`config.mk`:
```
export PLATFORM = sky130hd
export DESIGN_NAME = icmp_echo_reply_matcher
export DESIGN_NICKNAME = d
export VERILOG_FILES = /design/src/hw/rtl/ierm_pkg.sv /design/src/hw/rtl/ierm_parser.sv /design/src/hw/rtl/icmp_echo_reply_matcher.sv
export SDC_FILE = /design/constraint.sdc
export NUM_CORES = 1
export LEC_CHECK = 0
export ABC_AREA = 1
export BUFFER_PORTS_ARGS = -buffer_cell sky130_fd_sc_hd__buf_2
export CAP_MARGIN = 20
export CORE_MARGIN = 2
export CORE_UTILIZATION = 35
export CTS_CLUSTER_SIZE = 12
export DETAILED_ROUTE_END_ITERATION = 7
export GPL_ROUTABILITY_DRIVEN = 1
export PLACE_DENSITY_LB_ADDON = 0.25
export SLEW_MARGIN = 20
export SYNTH_ARGS = -nofsm -noshare
export SYNTH_HDL_FRONTEND = slang
export SYNTH_SLANG_ARGS = --single-unit
```
`constraint.sdc`:
```
create_clock -name clk -period 11.8 [get_ports clk]
set_input_delay 0.59 -clock clk [delete_from_list [all_inputs] [get_ports clk]]
set_output_delay 0.59 -clock clk [all_outputs]
set_load 0.01 [all_outputs]
```
`src/hw/rtl/ierm_pkg.sv`:
```
// ierm_pkg: shared constants and types for the icmp echo reply matcher
// holds verdict codes, register indexes, header offsets and the parser view struct
// no dependencies
`timescale 1ns / 1ps
`default_nettype none

package ierm_pkg;

  localparam int DEFAULT_MAX_PACKET_BYTES = 4096;

  localparam int MIN_IP_HEADER   = 20;
  localparam int ICMP_HEAD_BYTES = 8;

  localparam logic [7:0] ECHO_REPLY_TYPE = 8'd0;

  // offsets relative to the start of the icmp header
  localparam int ICMP_TYPE_OFF = 0;
  localparam int ICMP_ID_HI    = 4;
  localparam int ICMP_ID_LO    = 5;
  localparam int ICMP_SEQ_HI   = 6;
  localparam int ICMP_SEQ_LO   = 7;

  // configuration register indexes
  localparam logic [1:0] REG_EXP_ID  = 2'd0;
  localparam logic [1:0] REG_EXP_SEQ = 2'd1;

  // verdict codes
  localparam logic [1:0] VERDICT_SHORT    = 2'd0;
  localparam logic [1:0] VERDICT_NO_MATCH = 2'd1;
  localparam logic [1:0] VERDICT_MATCH    = 2'd2;

  // packet fields as they stand after the current byte
  typedef struct packed {
    logic        too_short;
    logic [7:0]  icmp_type;
    logic [15:0] identifier;
    logic [15:0] sequence_num;
  } pkt_view_t;

endpackage

`default_nettype wire

```
`src/hw/rtl/ierm_parser.sv`:
```
// ierm_parser: per-packet byte counter and header field capture
// depends on ierm_pkg for offsets, minimum lengths and the pkt_view_t struct
`timescale 1ns / 1ps
`default_nettype none

module ierm_parser #(
  parameter int MAX_PACKET_BYTES = ierm_pkg::DEFAULT_MAX_PACKET_BYTES
) (
  input  wire logic                clk,
  input  wire logic                rst,
  input  wire logic                beat,
  input  wire logic [7:0]          packet_byte,
  input  wire logic                final_byte,
  output      ierm_pkg::pkt_view_t view
);

  import ierm_pkg::*;

  localparam int CW = $clog2(MAX_PACKET_BYTES + 1);
  localparam int SW = (CW > 7) ? CW : 7;

  logic [CW-1:0] bytes_seen;
  logic [CW-1:0] bytes_seen_next;
  logic [5:0]    ip_header_bytes;
  logic [5:0]    ip_header_bytes_next;
  logic [7:0]    captured_type;
  logic [7:0]    captured_type_next;
  logic [15:0]   captured_identifier;
  logic [15:0]   captured_identifier_next;
  logic [15:0]   captured_sequence;
  logic [15:0]   captured_sequence_next;

  logic          counting;
  logic [SW-1:0] pos_ext;
  logic [SW-1:0] hdr_ext;
  logic [SW-1:0] rel;
  logic          in_icmp;
  logic [SW-1:0] cnt_ext;

  always_comb begin
    counting = beat && (bytes_seen < CW'(MAX_PACKET_BYTES));

    // header length from byte 0 takes effect for byte 0 itself
    ip_header_bytes_next = ip_header_bytes;
    if (counting && (bytes_seen == '0)) begin
      ip_header_bytes_next = {packet_byte[3:0], 2'b00};
    end

    pos_ext = SW'(bytes_seen);
    hdr_ext = SW'(ip_header_bytes_next);
    rel     = pos_ext - hdr_ext;
    in_icmp = counting && (pos_ext >= hdr_ext);

    captured_type_next       = captured_type;
    captured_identifier_next = captured_identifier;
    captured_sequence_next   = captured_sequence;
    if (in_icmp) begin
      if (rel == SW'(ICMP_TYPE_OFF)) begin
        captured_type_next = packet_byte;
      end
      if (rel == SW'(ICMP_ID_HI)) begin
        captured_identifier_next[15:8] = packet_byte;
      end
      if (rel == SW'(ICMP_ID_LO)) begin
        captured_identifier_next[7:0] = packet_byte;
      end
      if (rel == SW'(ICMP_SEQ_HI)) begin
        captured_sequence_next[15:8] = packet_byte;
      end
      if (rel == SW'(ICMP_SEQ_LO)) begin
        captured_sequence_next[7:0] = packet_byte;
      end
    end

    bytes_seen_next = counting ? (bytes_seen + CW'(1)) : bytes_seen;
    cnt_ext         = SW'(bytes_seen_next);

    view.too_short    = (cnt_ext < SW'(MIN_IP_HEADER)) ||
                        (cnt_ext < (hdr_ext + SW'(ICMP_HEAD_BYTES)));
    view.icmp_type    = captured_type_next;
    view.identifier   = captured_identifier_next;
    view.sequence_num = captured_sequence_next;
  end

  always_ff @(posedge clk) begin
    if (rst || (beat && final_byte)) begin
      bytes_seen          <= '0;
      ip_header_bytes     <= '0;
      captured_type       <= '0;
      captured_identifier <= '0;
      captured_sequence   <= '0;
    end else begin
      bytes_seen          <= bytes_seen_next;
      ip_header_bytes     <= ip_header_bytes_next;
      captured_type       <= captured_type_next;
      captured_identifier <= captured_identifier_next;
      captured_sequence   <= captured_sequence_next;
    end
  end

endmodule

`default_nettype wire

```
`src/hw/rtl/icmp_echo_reply_matcher.sv`:
```
// icmp_echo_reply_matcher: top level, config registers, verdict and output register
// depends on ierm_pkg and ierm_parser
//
// usage:
//   the input channel (in_valid/in_ready, packet_byte, final_byte) takes one byte
//   of a received ipv4 packet per beat, in wire order, with final_byte set on the
//   last byte. only the beat carrying final_byte yields a result.
//   the output channel (out_valid/out_ready, verdict) gives one verdict per packet:
//   VERDICT_SHORT, VERDICT_NO_MATCH or VERDICT_MATCH (echo reply whose identifier
//   and sequence equal the configured values).
//   the config channel (cfg_valid/cfg_ready, cfg_index, cfg_data) writes
//   expected_identifier (index 0) and expected_sequence_number (index 1); other
//   indexes are dropped. cfg_ready is always high; write only while idle.
// timing:
//   one byte per cycle unless stalled; the verdict is on out_valid the cycle after
//   the final beat. the per-byte path is one counter compare and one field capture,
//   and the verdict is one 16-bit compare pair, all ahead of the output register.
// stalls and reset:
//   the single output register holds a verdict until taken; in_ready stays high
//   as long as the output register is empty or being drained this cycle.
//   synchronous reset clears packet state, the config registers and out_valid.
`timescale 1ns / 1ps
`default_nettype none

module icmp_echo_reply_matcher #(
  parameter int MAX_PACKET_BYTES = ierm_pkg::DEFAULT_MAX_PACKET_BYTES
) (
  input  wire logic        clk,
  input  wire logic        rst,
  // byte input
  input  wire logic        in_valid,
  output      logic        in_ready,
  input  wire logic [7:0]  packet_byte,
  input  wire logic        final_byte,
  // verdict output
  output      logic        out_valid,
  input  wire logic        out_ready,
  output      logic [1:0]  verdict,
  // register writes
  input  wire logic        cfg_valid,
  output      logic        cfg_ready,
  input  wire logic [1:0]  cfg_index,
  input  wire logic [15:0] cfg_data
);

  import ierm_pkg::*;

  logic        in_beat;
  logic [15:0] expected_identifier;
  logic [15:0] expected_sequence_number;
  pkt_view_t   view;
  logic [1:0]  verdict_next;

  // output register frees up whenever its contents leave this cycle
  assign in_ready  = !out_valid || out_ready;
  assign in_beat   = in_valid && in_ready;
  assign cfg_ready = 1'b1;

  ierm_parser #(
    .MAX_PACKET_BYTES(MAX_PACKET_BYTES)
  ) u_parser (
    .clk        (clk),
    .rst        (rst),
    .beat       (in_beat),
    .packet_byte(packet_byte),
    .final_byte (final_byte),
    .view       (view)
  );

  // config registers, unknown indexes fall through
  always_ff @(posedge clk) begin
    if (rst) begin
      expected_identifier      <= '0;
      expected_sequence_number <= '0;
    end else if (cfg_valid && cfg_ready) begin
      case (cfg_index)
        REG_EXP_ID:  expected_identifier      <= cfg_data;
        REG_EXP_SEQ: expected_sequence_number <= cfg_data;
        default: ;
      endcase
    end
  end

  // judge the packet on its fields as they stand after the final byte
  always_comb begin
    if (view.too_short) begin
      verdict_next = VERDICT_SHORT;
    end else if ((view.icmp_type == ECHO_REPLY_TYPE) &&
                 (view.identifier == expected_identifier) &&
                 (view.sequence_num == expected_sequence_number)) begin
      verdict_next = VERDICT_MATCH;
    end else begin
      verdict_next = VERDICT_NO_MATCH;
    end
  end

  always_ff @(posedge clk) begin
    if (rst) begin
      out_valid <= 1'b0;
    end else if (in_beat && final_byte) begin
      out_valid <= 1'b1;
    end else if (out_ready) begin
      out_valid <= 1'b0;
    end
  end

  // payload register, no reset needed
  always_ff @(posedge clk) begin
    if (in_beat && final_byte) begin
      verdict <= verdict_next;
    end
  end

endmodule

`default_nettype wire
```
* Yosys cells after proc, flatten, opt, wreduce, memory -nomap -nowiden
Cells that the tools add are included.
** Word-level totals
- Word-level logic and storage cells :: 54
- Flip-flop bits (word level) :: 94
- Bits of input ports :: 32
- Output and inout bits :: 5
** Operators by class
- Multiplexer cells :: 13
- Eq/ne operators :: 7
- $lt $le $gt $ge :: 4
- Reductions and logical operators :: 18
- Add/sub/neg operators :: 3
** Operator list (count)
- equality test 13 x 3 -> 1 bit (second input constant) :: 4
- two-way mux 8 bit :: 6
- equality test 16 bit :: 2
- two-way mux 16 bit :: 2
- logical NOT 13 bit :: 2
- adder 13 x 1 -> 13 bit (second input constant) :: 1
- greater-or-equal comparator 13 x 6 -> 1 bit :: 1
- less-than comparator 13 bit :: 1
- less-than comparator 13 bit (second input constant) :: 1
- less-than comparator 13 x 5 -> 1 bit (second input constant) :: 1
- two-way mux 13 bit :: 1
- subtractor 13 x 6 -> 13 bit :: 1
- logical NOT 8 bit :: 1
- adder 6 x 4 -> 7 bit (second input constant) :: 1
- logical AND 1 bit :: 7
- two-way mux 6 bit :: 1
- AND reduction 2 bit :: 2
- logical OR 1 bit :: 3
- equality test 2 x 1 -> 1 bit (second input constant) :: 1
- logical NOT 2 bit :: 1
- two-way mux 1 bit :: 2
- two-way mux 2 bit :: 1
- nonzero test 2 bit :: 1
- logical NOT 1 bit :: 1

* Logic depth before layout (Yosys ltp)
- Depth after elaboration :: 14
- Mapped depth :: 33
- Depth with buffers taken out :: 32

* Cells and area by module
Synthesis repeated with hierarchy kept, for this count alone.
** Unflattened totals
- Cell total of the unflattened synthesis :: 876
- Area, all modules :: 5714.2 um^2
** By module, submodules not included
- ierm_parser :: times used 1, area each 3892.5 um^2, sequential area each 1181.1 um^2, cells each 585
- icmp_echo_reply_matcher :: times used 1, area each 1821.7 um^2, sequential area each 720.7 um^2, cells each 291

* Worst setup path before layout
No wires, ideal clock.
- Path kind :: input to register
- Start :: input out_ready
- End :: register verdict[0] (data pin)
- Path slack :: 7.968 ns
- Required time :: 11.534 ns
- Cell stages on the path :: 30
- Arrival time :: 3.566 ns
- Cell sequence :: inv_1 > nand2_2 > nand3_2 > nor2_4 > nand2_2 > nand2_1 > inv_1 > ha_1 > fa_1 > inv_1 > nand3_1 > nand2_1 > nand2_1 > nand2_1 > nand3_1 > nor2_2 > nand3_4 > nor2_4 > nand2_1 > buf_2 > nand2_1 > nand2_1 > nor2_1 > nand2_1 > nor2_1 > nand2_1 > nor2_1 > nand2_1 > nor2_1 > nor2_1
** On the way
- Longest elaborated chain between the ends :: 13
- Elaborated cells on any way between the ends :: 32
- Those cells by class :: 2 x add/sub; 3 x order compare; 6 x eq/ne; 11 x mux; 10 x reduce/logical
** Ends and longest elaborated chain
- from (decl) :: RTL line icmp_echo_reply_matcher.sv:37 : input wire logic out_ready,
- logical OR 1 bit (*) :: RTL line icmp_echo_reply_matcher.sv:55 : assign in_ready = !out_valid || out_ready;
- net in_ready :: RTL line icmp_echo_reply_matcher.sv:32 : output logic in_ready,
- logical AND 1 bit (*) :: RTL line icmp_echo_reply_matcher.sv:56 : assign in_beat = in_valid && in_ready;
- logical AND 1 bit (*) :: RTL line ierm_parser.sv:41 : counting = beat && (bytes_seen < CW'(MAX_PACKET_BYTES));
- logical AND 1 bit (*) :: RTL line ierm_parser.sv:45 : if (counting && (bytes_seen == '0)) begin
- two-way mux 6 bit (*) :: RTL line ierm_parser.sv:45
- net u_parser.ip_header_bytes_next[0] :: RTL line ierm_parser.sv:25 : logic [5:0] ip_header_bytes_next;
- subtractor 13 x 6 -> 13 bit :: RTL line ierm_parser.sv:51 : rel = pos_ext - hdr_ext;
- equality test 13 x 3 -> 1 bit, or another cell as far along :: RTL line ierm_parser.sv:64 : if (rel == SW'(ICMP_ID_LO)) begin
- two-way mux 8 bit (on tied branches) :: RTL line ierm_parser.sv:64, ierm_parser.sv:58, ierm_parser.sv:61
- two-way mux 16 bit / two-way mux 8 bit (equally long branches) :: RTL line ierm_parser.sv:57 : if (in_icmp) begin
- equality test 16 bit / logical NOT 8 bit (equally long branches) :: RTL line icmp_echo_reply_matcher.sv:89, icmp_echo_reply_matcher.sv:88
- logical AND 1 bit :: RTL line icmp_echo_reply_matcher.sv:88 : end else if ((view.icmp_type == ECHO_REPLY_TYPE) &&
- logical AND 1 bit :: RTL line icmp_echo_reply_matcher.sv:89 : (view.identifier == expected_identifier) &&
- two-way mux 2 bit :: RTL line icmp_echo_reply_matcher.sv:88
- to (signal assigned) :: RTL line icmp_echo_reply_matcher.sv:110 : verdict <= verdict_next;
- to (decl) :: RTL line icmp_echo_reply_matcher.sv:38 : output logic [1:0] verdict,
The timed path passes the listed nets; every way through them passes the cells marked *.
A chain may end at the register's enable or synchronous reset.

* Final worst setup path
- Start :: register u_parser.bytes_seen[1]
- End :: register verdict[0] (data pin)
** On the way
- Longest elaborated chain between the ends :: 12
- Elaborated cells on any way between the ends :: 33
- Those cells by class :: 3 x add/sub; 4 x order compare; 6 x eq/ne; 11 x mux; 9 x reduce/logical
** Ends and longest elaborated chain
- from (decl) :: RTL line ierm_parser.sv:22 : logic [CW-1:0] bytes_seen;
- from (signal assigned) :: RTL line ierm_parser.sv:93 : bytes_seen <= bytes_seen_next;
- less-than comparator 13 bit :: RTL line ierm_parser.sv:41
- logical AND 1 bit :: RTL line ierm_parser.sv:41
- logical AND 1 bit (*) :: RTL line ierm_parser.sv:45
- two-way mux 6 bit (*) :: RTL line ierm_parser.sv:45
- net u_parser.ip_header_bytes_next[0] :: RTL line ierm_parser.sv:25
- subtractor 13 x 6 -> 13 bit :: RTL line ierm_parser.sv:51
- equality test 13 x 3 -> 1 bit, or another cell as far along :: RTL line ierm_parser.sv:64
- two-way mux 8 bit (on tied branches) :: RTL line ierm_parser.sv:64, ierm_parser.sv:58, ierm_parser.sv:61
- two-way mux 16 bit / two-way mux 8 bit (equally long branches) :: RTL line ierm_parser.sv:57
- equality test 16 bit / logical NOT 8 bit (equally long branches) :: RTL line icmp_echo_reply_matcher.sv:89, icmp_echo_reply_matcher.sv:88
- logical AND 1 bit :: RTL line icmp_echo_reply_matcher.sv:88
- logical AND 1 bit :: RTL line icmp_echo_reply_matcher.sv:89
- two-way mux 2 bit :: RTL line icmp_echo_reply_matcher.sv:88
Marked as above.

==> impl_metrics.ini <==
[clock_tree]
hold_buffers = 0
post_cts_resized = 0
htreeDepth = 3
cts_buffers = 9
post_cts_buffers = 0
clkTransAtPathRegs_ps = 70
clockBufferDepth = 2
cts.sink_count = 94
clockRootBuffer = clkbuf_16
clock_latency_ps = 360
tritoncts = built

[grt]
grt_usage_pct = 19.22
grt_overflow = 0
grt_pass1_wl_um = 24780
grt_pass1_vias = 4862
grt_max_degree = 54
antenna_found_initial = 0

[cells_and_area]
areaGrowthSynthToFinish_pct = 11.46
final_core_util_pct = 39.47
nNetsFinal = 944
antenna_cells = 0
instances_no_fill = 1121
layout-drive-gt1-share_pct = 9.724

[critical_path]
cp-end-kind = register
r2r_cells = 32
required_ps = 11900
crit_arrival_ps = 4930
critPathLaunchType = register
reg2reg_slack_ps = 6970
r2r-start = u_parser.bytes_seen[1]
cp_slowest_cell = buf_4
critical_path_class = reg -> reg
cp_max_fo = 53
cp_common_cell = nand2_1
reg2reg_to = verdict[0]
cp_slowest_stage_delay_ps = 430

[sta]
hold_viol = 0
rsz0062_at_grt = no
fin_crit_sh_pct = 40.97
final_max_slew_viol_count = 0
clock_skew_ps = 11.66
fin_ws_ps = 6965
setup_violations = 0
fin_crit_ps = 4835
worst_pin_slew_ps = 739.6
finalSetupTns_ps = 0
slew-limit-headroom_pct = 50.64
fmax_mhz = 206.8

[outcome]
status = finished clean

[min_path]
min-delay-start = u_parser.ip_header_bytes[0]
hold_path.class = reg -> reg
holdPathStages = 2
min_to = u_parser.ip_header_bytes[0]

[route]
drc_errors = 0
drt_pre_antenna_iters = 5
drt_iter0_drc = 378
antenna_left = 0
wire_per_inst_um = 13.83
vias = 5361
routed_wirelength_um = 15500
avgViaCountPerCell = 4.782

[placement]
hpwl_um = 11770
gp_congestion = 0.8903
dp_slack_ps = 6908
io_buffers = 35
dp.cells = 1105

[floorplan]
die_h_um = 129.9
die-area_mm2 = 0.01686
start_util_pct = 35.41
coreArea_mm2 = 0.01566
io_pins = 37
row_count = 46
die_x_um = 129.9

[yosys]
avgSynthCellArea_um2 = 6.329
synth_nets = 920
ys_ff_latch = 94
netlist_area_mm2 = 0.005544
ys_seq_area_share_pct = 34.30
syn_inst = 876
synth.distinct_cells = 35
synth_warnings = 0

[power]
p_leak_nw = 2.969
pwr_density_cell_mw_per_mm2 = 118.6
finalPower_uw = 733.1
peakVddDrop_mv = 0.07341

[job]
max_cap_viol_count = 0
-- synth_stat cells (all sizes together) --
cell    instances  area [µm²]
buf            13       83.82
conb            1       3.750
or2             1       6.260
ha             11       137.6
and2            1       6.260
a32oi           1       8.760
a21oi          49       245.2
fa              1       20.02
xor2           11       96.34
edfxtp          2       60.06
nand3b          9       67.56
o21bai          1       7.510
nand2         237       919.6
o31ai           1       7.510
dfxtp          92        1842
nor3            3       15.01
nand3         128       678.2
nor2          125       544.3
nand4           9       56.30
inv           123       461.7
o21ai          39       195.2
a211oi          1       7.510
clkbuf         13       48.80
nor4            4       25.02
-- how the worst max path moves through the flow --
stage	from	end	slack [ps]	cells past startpoint
2_1_floorplan	out_ready	verdict[0]	7970	30
3_3_place_gp	out_ready	verdict[0]	6990	31
3_5_place_dp	out_ready	verdict[0]	6910	31
4_1_cts	u_parser.bytes_seen[1]	verdict[0]	6990	32
5_1_grt	u_parser.bytes_seen[1]	verdict[0]	6290	32
6_report	u_parser.bytes_seen[1]	verdict[0]	6970	32
-- stage by stage --
stage | cell area (µm²) | hold slack [ps]
5_1_grt | 6180 | 465.4
3_5_place_dp | 5889 | 441.3
2_1_floorplan | 5544 | 425.4
4_1_cts | 6180 | 452.4
6_report | 6180 | 450.3
3_3_place_gp | 5889 | 442.7
-- cells in the final DEF (no fill, tap or decap), drive strengths merged, types with 10 or more instances in the layout --
master / n
ha: 11
inv: 127
o21ai: 39
clkbuf: 10
dfxtp: 92
buf: 39
xor2: 11
nand3: 128
a21oi: 49
nand2: 237
nor2: 125
-- state kept, by name (all words and copies together) (netlist names) --
signal                        flops
expected_sequence_number         16
expected_identifier              16
out_valid                         1
u_parser.captured_type            8
u_parser.captured_identifier     16
u_parser.bytes_seen              13
verdict                           2
u_parser.captured_sequence       16
u_parser.ip_header_bytes          6
-- worst max-delay path, delay by kind of cell (launching register included) --
kind                     cells  cell delay [ps]
adder cells (fa/ha/maj)      3              790
buffers and inverters        5              760
flip-flops                   1              340
AND/OR/NAND/NOR             24             2660
-- final cells by class --
type / instances / area [µm²]
Fill cell: 1721 / 9475
Multi-Input combinational cell: 633 / 3050
Sequential cell: 94 / 1902
Inverter: 123 / 461.7
Tap cell: 216 / 270.3
Clock buffer: 10 / 239.0
Timing Repair Buffer: 39 / 205.2
Clock inverter: 6 / 51.30
-- where the power goes --
group | internal (mW) | switching, mW | total, mW
logic | 0.0351 | 0.0771 | 0.112
registers | 0.326 | 0.00469 | 0.330
clock network | 0.152 | 0.138 | 0.290
-- per-layer routing --
| metal | vias to the layer above | routed length (µm) | GRT usage (%) |
|---|---|---|---|
| li1 | 2824 | - | - |
| met1 | 2428 | 7706 | 27.27 |
| met2 | 89 | 6917 | 29.69 |
| met3 | 20 | 582 | 2.952 |
| met4 | 0 | 293 | 6.768 |
| met5 | - | 0 | 0 |
-- cells by family (layout without fill, tap and decap cells) --
family	count (synthesis)	count (layout)	synth area share, %
adder cells (fa/ha/maj)	12	12	2.844
buffers and inverters	149	178	10.72
AND/OR/NAND/NOR	517	517	41.82
other	1	1	0.06764
XOR/XNOR	11	11	1.738
AO/OA/AOI/OAI	92	92	8.508
flip-flops	94	94	34.30
Power figures use the tool's default switching activity.
